**src/design/lgs_pkg.sv**
```systemverilog
// ----------------------------------------------------------------------------
// lgs_pkg
// Shared types and codes for the life grid generation step block.
// ----------------------------------------------------------------------------
package lgs_pkg;

  // Input field widths
  localparam int CMD_W = 2;
  localparam int ROW_W = 6;
  localparam int COL_W = 6;

  // Configuration port widths
  localparam int CFG_IDX_W  = 2;
  localparam int CFG_DATA_W = 7;

  // Command codes
  localparam logic [CMD_W-1:0] CMD_PLACE   = 2'd0;
  localparam logic [CMD_W-1:0] CMD_READ    = 2'd1;
  localparam logic [CMD_W-1:0] CMD_ADVANCE = 2'd2;

  // Register indexes
  localparam logic [CFG_IDX_W-1:0] REG_ROWS_IN_USE = 2'd0;
  localparam logic [CFG_IDX_W-1:0] REG_COLS_IN_USE = 2'd1;

  // Register reset values
  localparam logic [CFG_DATA_W-1:0] ROWS_IN_USE_RST = 7'd64;
  localparam logic [CFG_DATA_W-1:0] COLS_IN_USE_RST = 7'd64;

  // Control that the sequencer broadcasts to every column cell
  typedef struct packed {
    logic clear;    // empty the window before a generation starts
    logic shift;    // move the window down by one row
    logic zero_in;  // the incoming row lies below the grid in use
  } lgs_cell_ctrl_t;

  // Window bits that a cell shows its neighbors, gated by column enable
  typedef struct packed {
    logic up;
    logic mid;
    logic dn;
  } lgs_win_t;

endpackage

```
**src/design/lgs_cell.sv**
```systemverilog
// ----------------------------------------------------------------------------
// lgs_cell
// One grid column: holds a three-row window of that column and computes the
// next state of the center cell from its own and its neighbors' windows.
// ----------------------------------------------------------------------------
module lgs_cell
  import lgs_pkg::*;
(
  input  logic           clk_i,
  input  logic           rst_ni,
  input  lgs_cell_ctrl_t ctrl_i,
  input  logic           en_i,
  input  logic           dn_i,
  input  lgs_win_t       left_i,
  input  lgs_win_t       right_i,
  output lgs_win_t       win_o,
  output logic           next_o
);

  logic       up_q;
  logic       mid_q;
  logic       dn;
  logic [3:0] count;
  logic       rule;

  // Drop the incoming row past the last row in use
  assign dn = dn_i & ~ctrl_i.zero_in;

  // Show only columns in use to the neighbors
  assign win_o.up  = up_q & en_i;
  assign win_o.mid = mid_q & en_i;
  assign win_o.dn  = dn & en_i;

  // Count the eight neighbors and apply B3/S23
  assign count = 4'(left_i.up) + 4'(left_i.mid) + 4'(left_i.dn)
               + 4'(right_i.up) + 4'(right_i.mid) + 4'(right_i.dn)
               + 4'(up_q) + 4'(dn);
  assign rule  = (count == 4'd3) | (mid_q & (count == 4'd2));

  // Keep the stored value of a column outside the grid in use
  assign next_o = en_i ? rule : mid_q;

  // Advance the window
  always_ff @(posedge clk_i or negedge rst_ni) begin
    if (!rst_ni) begin
      up_q  <= 1'b0;
      mid_q <= 1'b0;
    end else if (ctrl_i.clear) begin
      up_q  <= 1'b0;
      mid_q <= 1'b0;
    end else if (ctrl_i.shift) begin
      up_q  <= mid_q;
      mid_q <= dn;
    end
  end

endmodule

```
**src/design/life_grid_generation_step.sv**
```systemverilog
// Order: place and read answer via the registered row read, then the result
// register; an out-of-range or unused command, or advance when the row count in
// use (saturated to MAX_ROWS) is zero, answers from the result register alone.
// Throughput: one command at a time; advance walks the row memory one row per
// cycle through its single read port, feeding the row of column cells.
// Reset: a clearing pass writes every row dead with busy high;
// results come out on a one-cycle strobe and the receiver cannot stall.
// ----------------------------------------------------------------------------
// life_grid_generation_step
// Bounded B3/S23 life grid with place, read and advance-one-generation
// commands over a row memory and a chain of column cells.
// ----------------------------------------------------------------------------
module life_grid_generation_step
  import lgs_pkg::*;
#(
  parameter int MAX_ROWS = 64,
  parameter int MAX_COLS = 64
) (
  input  logic                  clk_i,
  input  logic                  rst_ni,
  input  logic                  start,
  output logic                  busy,
  input  logic [CMD_W-1:0]      cmd_i,
  input  logic [ROW_W-1:0]      row_i,
  input  logic [COL_W-1:0]      col_i,
  output logic                  done_o,
  output logic                  alive_o,
  output logic                  status_o,
  input  logic                  cfg_valid_i,
  output logic                  cfg_ready_o,
  input  logic [CFG_IDX_W-1:0]  cfg_index_i,
  input  logic [CFG_DATA_W-1:0] cfg_data_i
);

  localparam int AW   = $clog2(MAX_ROWS);
  localparam int CIW  = $clog2(MAX_COLS);
  localparam int RCW  = $clog2(MAX_ROWS + 1);
  localparam int CCW  = $clog2(MAX_COLS + 1);
  localparam int RCMP = (RCW > CFG_DATA_W) ? RCW : CFG_DATA_W;
  localparam int CCMP = (CCW > CFG_DATA_W) ? CCW : CFG_DATA_W;

  localparam logic [1:0] ST_CLEAR = 2'd0;
  localparam logic [1:0] ST_IDLE  = 2'd1;
  localparam logic [1:0] ST_ACC   = 2'd2;
  localparam logic [1:0] ST_ADV   = 2'd3;

  logic [1:0]            state_q, state_d;
  logic [RCW-1:0]        cnt_q, cnt_d;
  logic [CMD_W-1:0]      cmd_q, cmd_d;
  logic [AW-1:0]         row_q, row_d;
  logic [COL_W-1:0]      col_q, col_d;
  logic                  done_q, done_d;
  logic                  alive_q, alive_d;
  logic                  status_q, status_d;
  logic [CFG_DATA_W-1:0] rows_q, cols_q;

  logic [MAX_COLS-1:0]   mem_q [MAX_ROWS];
  logic [MAX_COLS-1:0]   rdata_q;
  logic                  mem_we, mem_re;
  logic [AW-1:0]         mem_waddr, mem_raddr;
  logic [MAX_COLS-1:0]   mem_wdata;

  logic [RCMP-1:0]       eff_rows_c;
  logic [CCMP-1:0]       eff_cols_c;
  logic [RCW-1:0]        nrows;
  logic                  in_range;
  logic                  accept;
  logic [RCW:0]          cnt_inc;
  logic [RCW-1:0]        cnt_dec;
  logic [CIW-1:0]        col_idx;

  lgs_cell_ctrl_t        cell_ctrl;
  lgs_win_t              cell_win [MAX_COLS];
  logic [MAX_COLS-1:0]   col_en;
  logic [MAX_COLS-1:0]   next_row;

  assign busy        = (state_q != ST_IDLE);
  assign accept      = start & ~busy;
  assign cfg_ready_o = 1'b1;
  assign done_o      = done_q;
  assign alive_o     = alive_q;
  assign status_o    = status_q;

  // Saturate the grid size to the store size
  always_comb begin
    eff_rows_c = (RCMP'(rows_q) > RCMP'(MAX_ROWS)) ? RCMP'(MAX_ROWS) : RCMP'(rows_q);
    eff_cols_c = (CCMP'(cols_q) > CCMP'(MAX_COLS)) ? CCMP'(MAX_COLS) : CCMP'(cols_q);
  end

  assign nrows    = RCW'(eff_rows_c);
  assign in_range = (RCMP'(row_i) < eff_rows_c) && (CCMP'(col_i) < eff_cols_c);
  assign cnt_inc  = (RCW + 1)'(cnt_q) + (RCW + 1)'(1);
  assign cnt_dec  = cnt_q - RCW'(1);
  assign col_idx  = CIW'(col_q);

  // Capture configuration transfers
  always_ff @(posedge clk_i or negedge rst_ni) begin
    if (!rst_ni) begin
      rows_q <= ROWS_IN_USE_RST;
      cols_q <= COLS_IN_USE_RST;
    end else if (cfg_valid_i && cfg_ready_o) begin
      case (cfg_index_i)
        REG_ROWS_IN_USE: rows_q <= cfg_data_i;
        REG_COLS_IN_USE: cols_q <= cfg_data_i;
        default: ;
      endcase
    end
  end

  // Sequence commands, the clearing pass and the generation walk
  always_comb begin
    state_d   = state_q;
    cnt_d     = cnt_q;
    cmd_d     = cmd_q;
    row_d     = row_q;
    col_d     = col_q;
    done_d    = 1'b0;
    alive_d   = 1'b0;
    status_d  = 1'b0;
    mem_we    = 1'b0;
    mem_re    = 1'b0;
    mem_waddr = row_q;
    mem_raddr = AW'(row_i);
    mem_wdata = '0;
    cell_ctrl = '0;
    case (state_q)
      ST_CLEAR: begin
        mem_we    = 1'b1;
        mem_waddr = cnt_q[AW-1:0];
        if (cnt_q == RCW'(MAX_ROWS - 1)) begin
          state_d = ST_IDLE;
          cnt_d   = '0;
        end else begin
          cnt_d = cnt_q + RCW'(1);
        end
      end
      ST_IDLE: begin
        if (accept) begin
          cmd_d = cmd_i;
          row_d = AW'(row_i);
          col_d = col_i;
          case (cmd_i)
            CMD_PLACE, CMD_READ: begin
              if (in_range) begin
                mem_re  = 1'b1;
                state_d = ST_ACC;
              end else begin
                done_d   = 1'b1;
                status_d = 1'b1;
              end
            end
            CMD_ADVANCE: begin
              if (nrows == '0) begin
                done_d = 1'b1;
              end else begin
                mem_re          = 1'b1;
                mem_raddr       = '0;
                cell_ctrl.clear = 1'b1;
                cnt_d           = '0;
                state_d         = ST_ADV;
              end
            end
            default: begin
              done_d = 1'b1;
            end
          endcase
        end
      end
      ST_ACC: begin
        // Finish the read-modify-write or answer the read
        done_d  = 1'b1;
        state_d = ST_IDLE;
        if (cmd_q == CMD_PLACE) begin
          mem_we    = 1'b1;
          mem_wdata = rdata_q | (MAX_COLS'(1) << col_idx);
        end else begin
          alive_d = rdata_q[col_idx];
        end
      end
      ST_ADV: begin
        // Row cnt enters the window; row cnt-1 is written back
        cell_ctrl.shift   = 1'b1;
        cell_ctrl.zero_in = (cnt_q == nrows);
        mem_re            = (cnt_inc < (RCW + 1)'(nrows));
        mem_raddr         = cnt_inc[AW-1:0];
        mem_we            = (cnt_q != '0);
        mem_waddr         = cnt_dec[AW-1:0];
        mem_wdata         = next_row;
        if (cnt_q == nrows) begin
          done_d  = 1'b1;
          state_d = ST_IDLE;
          cnt_d   = '0;
        end else begin
          cnt_d = cnt_inc[RCW-1:0];
        end
      end
      default: begin
        state_d = ST_IDLE;
      end
    endcase
  end

  // Hold sequencer state
  always_ff @(posedge clk_i or negedge rst_ni) begin
    if (!rst_ni) begin
      state_q <= ST_CLEAR;
      cnt_q   <= '0;
      done_q  <= 1'b0;
    end else begin
      state_q <= state_d;
      cnt_q   <= cnt_d;
      done_q  <= done_d;
    end
  end

  // Hold the command and result payload
  always_ff @(posedge clk_i) begin
    cmd_q    <= cmd_d;
    row_q    <= row_d;
    col_q    <= col_d;
    alive_q  <= alive_d;
    status_q <= status_d;
  end

  // Row memory with registered read
  always_ff @(posedge clk_i) begin
    if (mem_we) begin
      mem_q[mem_waddr] <= mem_wdata;
    end
    if (mem_re) begin
      rdata_q <= mem_q[mem_raddr];
    end
  end

  // Chain of column cells
  for (genvar c = 0; c < MAX_COLS; c++) begin : g_col
    lgs_win_t left_win;
    lgs_win_t right_win;

    assign col_en[c] = (CCMP'(c) < eff_cols_c);

    if (c == 0) begin : g_left_edge
      assign left_win = '0;
    end else begin : g_left
      assign left_win = cell_win[c-1];
    end

    if (c == MAX_COLS - 1) begin : g_right_edge
      assign right_win = '0;
    end else begin : g_right
      assign right_win = cell_win[c+1];
    end

    lgs_cell u_cell (
      .clk_i   (clk_i),
      .rst_ni  (rst_ni),
      .ctrl_i  (cell_ctrl),
      .en_i    (col_en[c]),
      .dn_i    (rdata_q[c]),
      .left_i  (left_win),
      .right_i (right_win),
      .win_o   (cell_win[c]),
      .next_o  (next_row[c])
    );
  end

`ifndef SYNTHESIS
  // A generation never writes the row it is about to read
  a_no_rw_clash: assert property (@(posedge clk_i) disable iff (!rst_ni)
    (mem_we && mem_re) |-> (mem_waddr != mem_raddr))
    else $error("row memory read and write at the same address");

  // An accepted command either answers at once or keeps the block busy
  a_accept_progress: assert property (@(posedge clk_i) disable iff (!rst_ni)
    (start && !busy) |=> (done_o || busy))
    else $error("accepted command neither answered nor in progress");

  // No result during the clearing pass
  a_no_done_in_clear: assert property (@(posedge clk_i) disable iff (!rst_ni)
    (state_q == ST_CLEAR) |-> !done_o)
    else $error("result strobe during clearing pass");

  // An error result never reports a live cell
  a_err_not_alive: assert property (@(posedge clk_i) disable iff (!rst_ni)
    (done_o && status_o) |-> !alive_o)
    else $error("error result with alive set");
`endif

endmodule

```
**config.mk**
```make
export PLATFORM = sky130hd
export DESIGN_NAME = life_grid_generation_step
export DESIGN_NICKNAME = d
export VERILOG_FILES = /design/src/design/lgs_pkg.sv /design/src/design/lgs_cell.sv /design/src/design/life_grid_generation_step.sv
export SDC_FILE = /design/constraint.sdc
export NUM_CORES = 2
export LEC_CHECK = 0
export BUFFER_PORTS_ARGS = -buffer_cell sky130_fd_sc_hd__clkbuf_2
export CAP_MARGIN = 5
export CELL_PAD_IN_SITES_DETAIL_PLACEMENT = 1
export CELL_PAD_IN_SITES_GLOBAL_PLACEMENT = 1
export CORE_UTILIZATION = 45
export DETAILED_ROUTE_END_ITERATION = 10
export GPL_ROUTABILITY_DRIVEN = 1
export PLACE_DENSITY = 0.67
export SYNTH_ARGS = -nofsm -noshare
export SYNTH_HDL_FRONTEND = slang
export SYNTH_SLANG_ARGS = --single-unit
```
**constraint.sdc**
```tcl
create_clock -name clk_i -period 8.7 [get_ports clk_i]
set_input_delay 0.87 -clock clk_i [delete_from_list [all_inputs] [get_ports clk_i]]
set_output_delay 0.87 -clock clk_i [all_outputs]
set_load 0.005 [all_outputs]
```
==> reports/summary.txt <==
Post-synth EDFFs: 4174
Startpoint Class: register
synthesized cell area: 0.1840 mm²
leak pwr: 73.74 nW
Final Skew: 0.07741 ns
initial antenna violation count: 46
Hold Vio Cnt, Final: 0
routed vias: 125900
Commonest cells post-synth: edfxtp_1, nand2_1, nand3_1, mux2i_1, inv_1
CP Data Required Time: 9.49 ns
Max clock buf depth: 4
first-pass GRT wire length: 1002000 µm
Top FF cell, synth: edfxtp_1
IO Port Bufs: 30
CP bufs+invs: 5
Synth area leaders: edfxtp_1, nand2_1, mux2i_1, nand3_1, fa_1
CP Class: register to register
largest net degree at the start of global routing: 167
relative slew slack: 11.34%
Overflow after GRT: 0
main combinational cell family by area after synthesis: simple AND/OR/NAND/NOR gates
Pwr Total: 0.07831 W
First-pass DRT Iterations: 5
Max-Cap Viols: 0
Synth top area share: 68.11%
WHS Path Cells: 1
DPL Wire Length: 405000 µm
final setup TNS: 0 ns
TritonCTS Buffers: 445
minimum clock period: 7.127 ns
cts hold-fix bufs: 1
layout cells sized above 1: 9.701%
PD cells: 377.7 mW/mm²
Initial Utilization: 45.25%
Die Height: 641.5 µm
clk slew on worst S/H paths: 0.06 ns
Post-Synth XOR/XNOR Area: 0.06187%
Hold Path Class: input pin to register
Avg WL per Cell: 37.59 µm
post-synthesis simple-gate area fraction: 11.22%
cell with the most instances after synthesis: edfxtp_1
met2 WL: 331300 µm
post-CTS sizing: 0
met3 wire len: 80420 µm
YS warnings: 0
Hold Path Origin: cmd_i[0]
transition time of the tightest slew-check pin: 1.325 ns
core area: 0.4067 mm²
most used cell, CP: fa_1
Sink Count: 4328
Post-CTS Setup Bufs: 0
asr flop ratio synth: 3.512%
GPL Wtd Cong: 0.9947
Mapped Cells: 13530
Die Footprint: 0.4115 mm²
Synth Area in Compound Gates: 6.203%
drt initial violations: 18150
Final WS setup: 1.573 ns
#FFs+latches synth: 4328
row count: 234
Final ANT Viol Nets: 0
CTS tree: yes
# IOs: 32
post-synthesis sequential area ratio: 70.20%
critical path endpoint category: register
Highest Clock Rate: 140.3 MHz
clock root cell: clkbuf_16
Clk Latency, worst-skew pair: 1.04 ns
worst setup path startpoint: rows_q[6]$_DFFE_PN1P_
drt via density: 6.487
top routing layer in use: met5
dpl ws: 1.726 ns
RSZ-0062 raised after global routing: no
crit-path max cell delay: 0.63 ns
gr usage total: 34.99%
H-tree depth: 5
Mapped Nets: 14020
multiplexer share of the synthesized area: 5.041%
status: finished, final reports clean
Post-Synth Adder-Cell Area: 4.214%
wl on met1: 275400 µm
Area growth syn-to-layout: 12.65%
Worst Path Max Fanout: 42
Reg2Reg Depth: 20
final period utilization: 81.92%
crit path max-delay cell type: o22ai_4
maximum VDD drop: 0.2553 mV
delay-heaviest family, CP: compound AO/OA/AOI/OAI gates
Die W: 641.5 µm
WP data arrival: 7.92 ns
fillcell total: 39520
Syn Area/Cell: 13.60 µm²
Nets: 14080
DRT Wirelength: 729200 µm
# setup viols final: 0
vias in the first global route: 126000
DRC: 0
Pins Over Slew Limit: 0
Crit path depth: 20
RR Startpoint: rows_q[6]$_DFFE_PN1P_
library cells used by synthesis: 74
Yosys top cell by area: edfxtp_1
crit-path cells: clkinv_1 -> o32a_1 -> nor3_1 -> o221ai_4 -> or2_2 -> buf_12 -> and2_1 -> nand2_1 -> fa_1 -> fa_1 -> inv_1 -> fa_1 -> inv_1 -> fa_1 -> a2111oi_0 -> a21oi_1 -> o21ai_0 -> nand2_1 -> o22ai_4 -> buf_4
==> report_power, final <==
| part | total, W | internal, W | leakage (nW) | switching (W) |
|---|---|---|---|---|
| clock | 0.0187 | 0.0104 | 6.82 | 0.00835 |
| sequential | 0.0296 | 0.0286 | 40.5 | 0.000994 |
| combinational | 0.0300 | 0.00839 | 26.4 | 0.0216 |
| total | 0.0783 | 0.0474 | 73.7 | 0.0309 |
==> kinds of logic (layout without fill, tap and decap cells) <==
group           after synthesis  after routing
flops                      4328           4328
mux                         781            781
fa+ha+maj                   468            468
other cells                   1             17
compound gates             1739           1739
simple gates               4797           4797
xor+xnor                     13             13
buf+inv                    1402           1830
==> registers in the layout, summed over array words and instances (netlist names), 6 cells and up <==
signal and cells:
col_idx 6, mem_q 4096, cnt_q 7, g_col.u_cell.up_q 64, cols_q 7, rows_q 7
rdata_q 64, g_col.u_cell.mid_q 64, row_q 6
==> worst register-to-register path, delay by kind of cell (launching register included) <==
family / cells / cell delay [ns]
AOI/OAI and AO/OA: 6 / 1.98
and+or+nand+nor: 5 / 1.56
adders and majority gates: 4 / 1.52
buffers and inverters: 5 / 1.24
DFF: 1 / 0.61
==> layout by cell type, fill, tap and decap left out, types with 58 or more instances in the layout <==
cell type,count
a31oi_1,238
o21ai_0,146
a21oi_1,555
a32oi_1,144
buf_12,85
clkinv_1,112
nor2_4,77
mux2i_1,650
dfrtp_1,150
and3_1,76
clkbuf_1,97
a22oi_1,146
ha_1,214
nand2_1,2844
buf_4,306
fa_1,253
clkbuf_16,448
nand3_1,1191
o311ai_0,58
and2_1,107
edfxtp_1,4174
nor2_1,240
clkinv_2,89
mux4_2,115
inv_1,584
==> area by class of cell <==
cell class,instances,area [µm²],share of cell area [%]
Antenna cell,16,40.04,0.01931
Clock buffer,554,11700,5.643
Clock inverter,268,2236,1.079
Inverter,586,2202,1.062
Multi-Input combinational cell,7799,50980,24.59
Sequential cell,4328,129200,62.32
Tap cell,5428,6792,3.276
Timing Repair Buffer,422,4165,2.009
==> per-stage QoR <==
stage / hold WS [ns] / area [µm²] / util, % / cells
2_1_floorplan: 0.4863 / 184000 / - / 13530
3_3_place_gp: 0.5063 / 193300 / 47.53 / 18560
3_5_place_dp: 0.5159 / 193300 / 47.54 / 18560
4_1_cts: 0.03946 / 207300 / 50.96 / 19390
5_1_grt: 0.08783 / 207300 / 50.97 / 19390
6_report: 0.09833 / 207300 / 50.97 / 19400
==> layer usage <==
metal / up-vias / GRT usage, %
met4: 22 / 17.19
met5: - / 0.1536
met2: 7950 / 54.43
li1: 50060 / -
met1: 65960 / 46.60
met3: 1860 / 7.715
==> path summary, 6_finish.rpt <==
kind / endpoint / slack [ns]
setup / recovery: mem_q[34][59]$_DFFE_PP_ / 1.57
hold / removal: cmd_q[0]$_DFFE_PP_ / 0.1
setup reg to reg: mem_q[34][59]$_DFFE_PP_ / 1.57
hold reg to reg: g_col[58].u_cell.up_q$_DFFE_PN0P_ / 0.53
max in group asynchronous: g_col[35].u_cell.mid_q$_DFFE_PN0P_ / 6.63
min in group asynchronous: done_o$_DFF_PN0_ / 0.42
No activity file was read; power rests on OpenSTA's default activity.
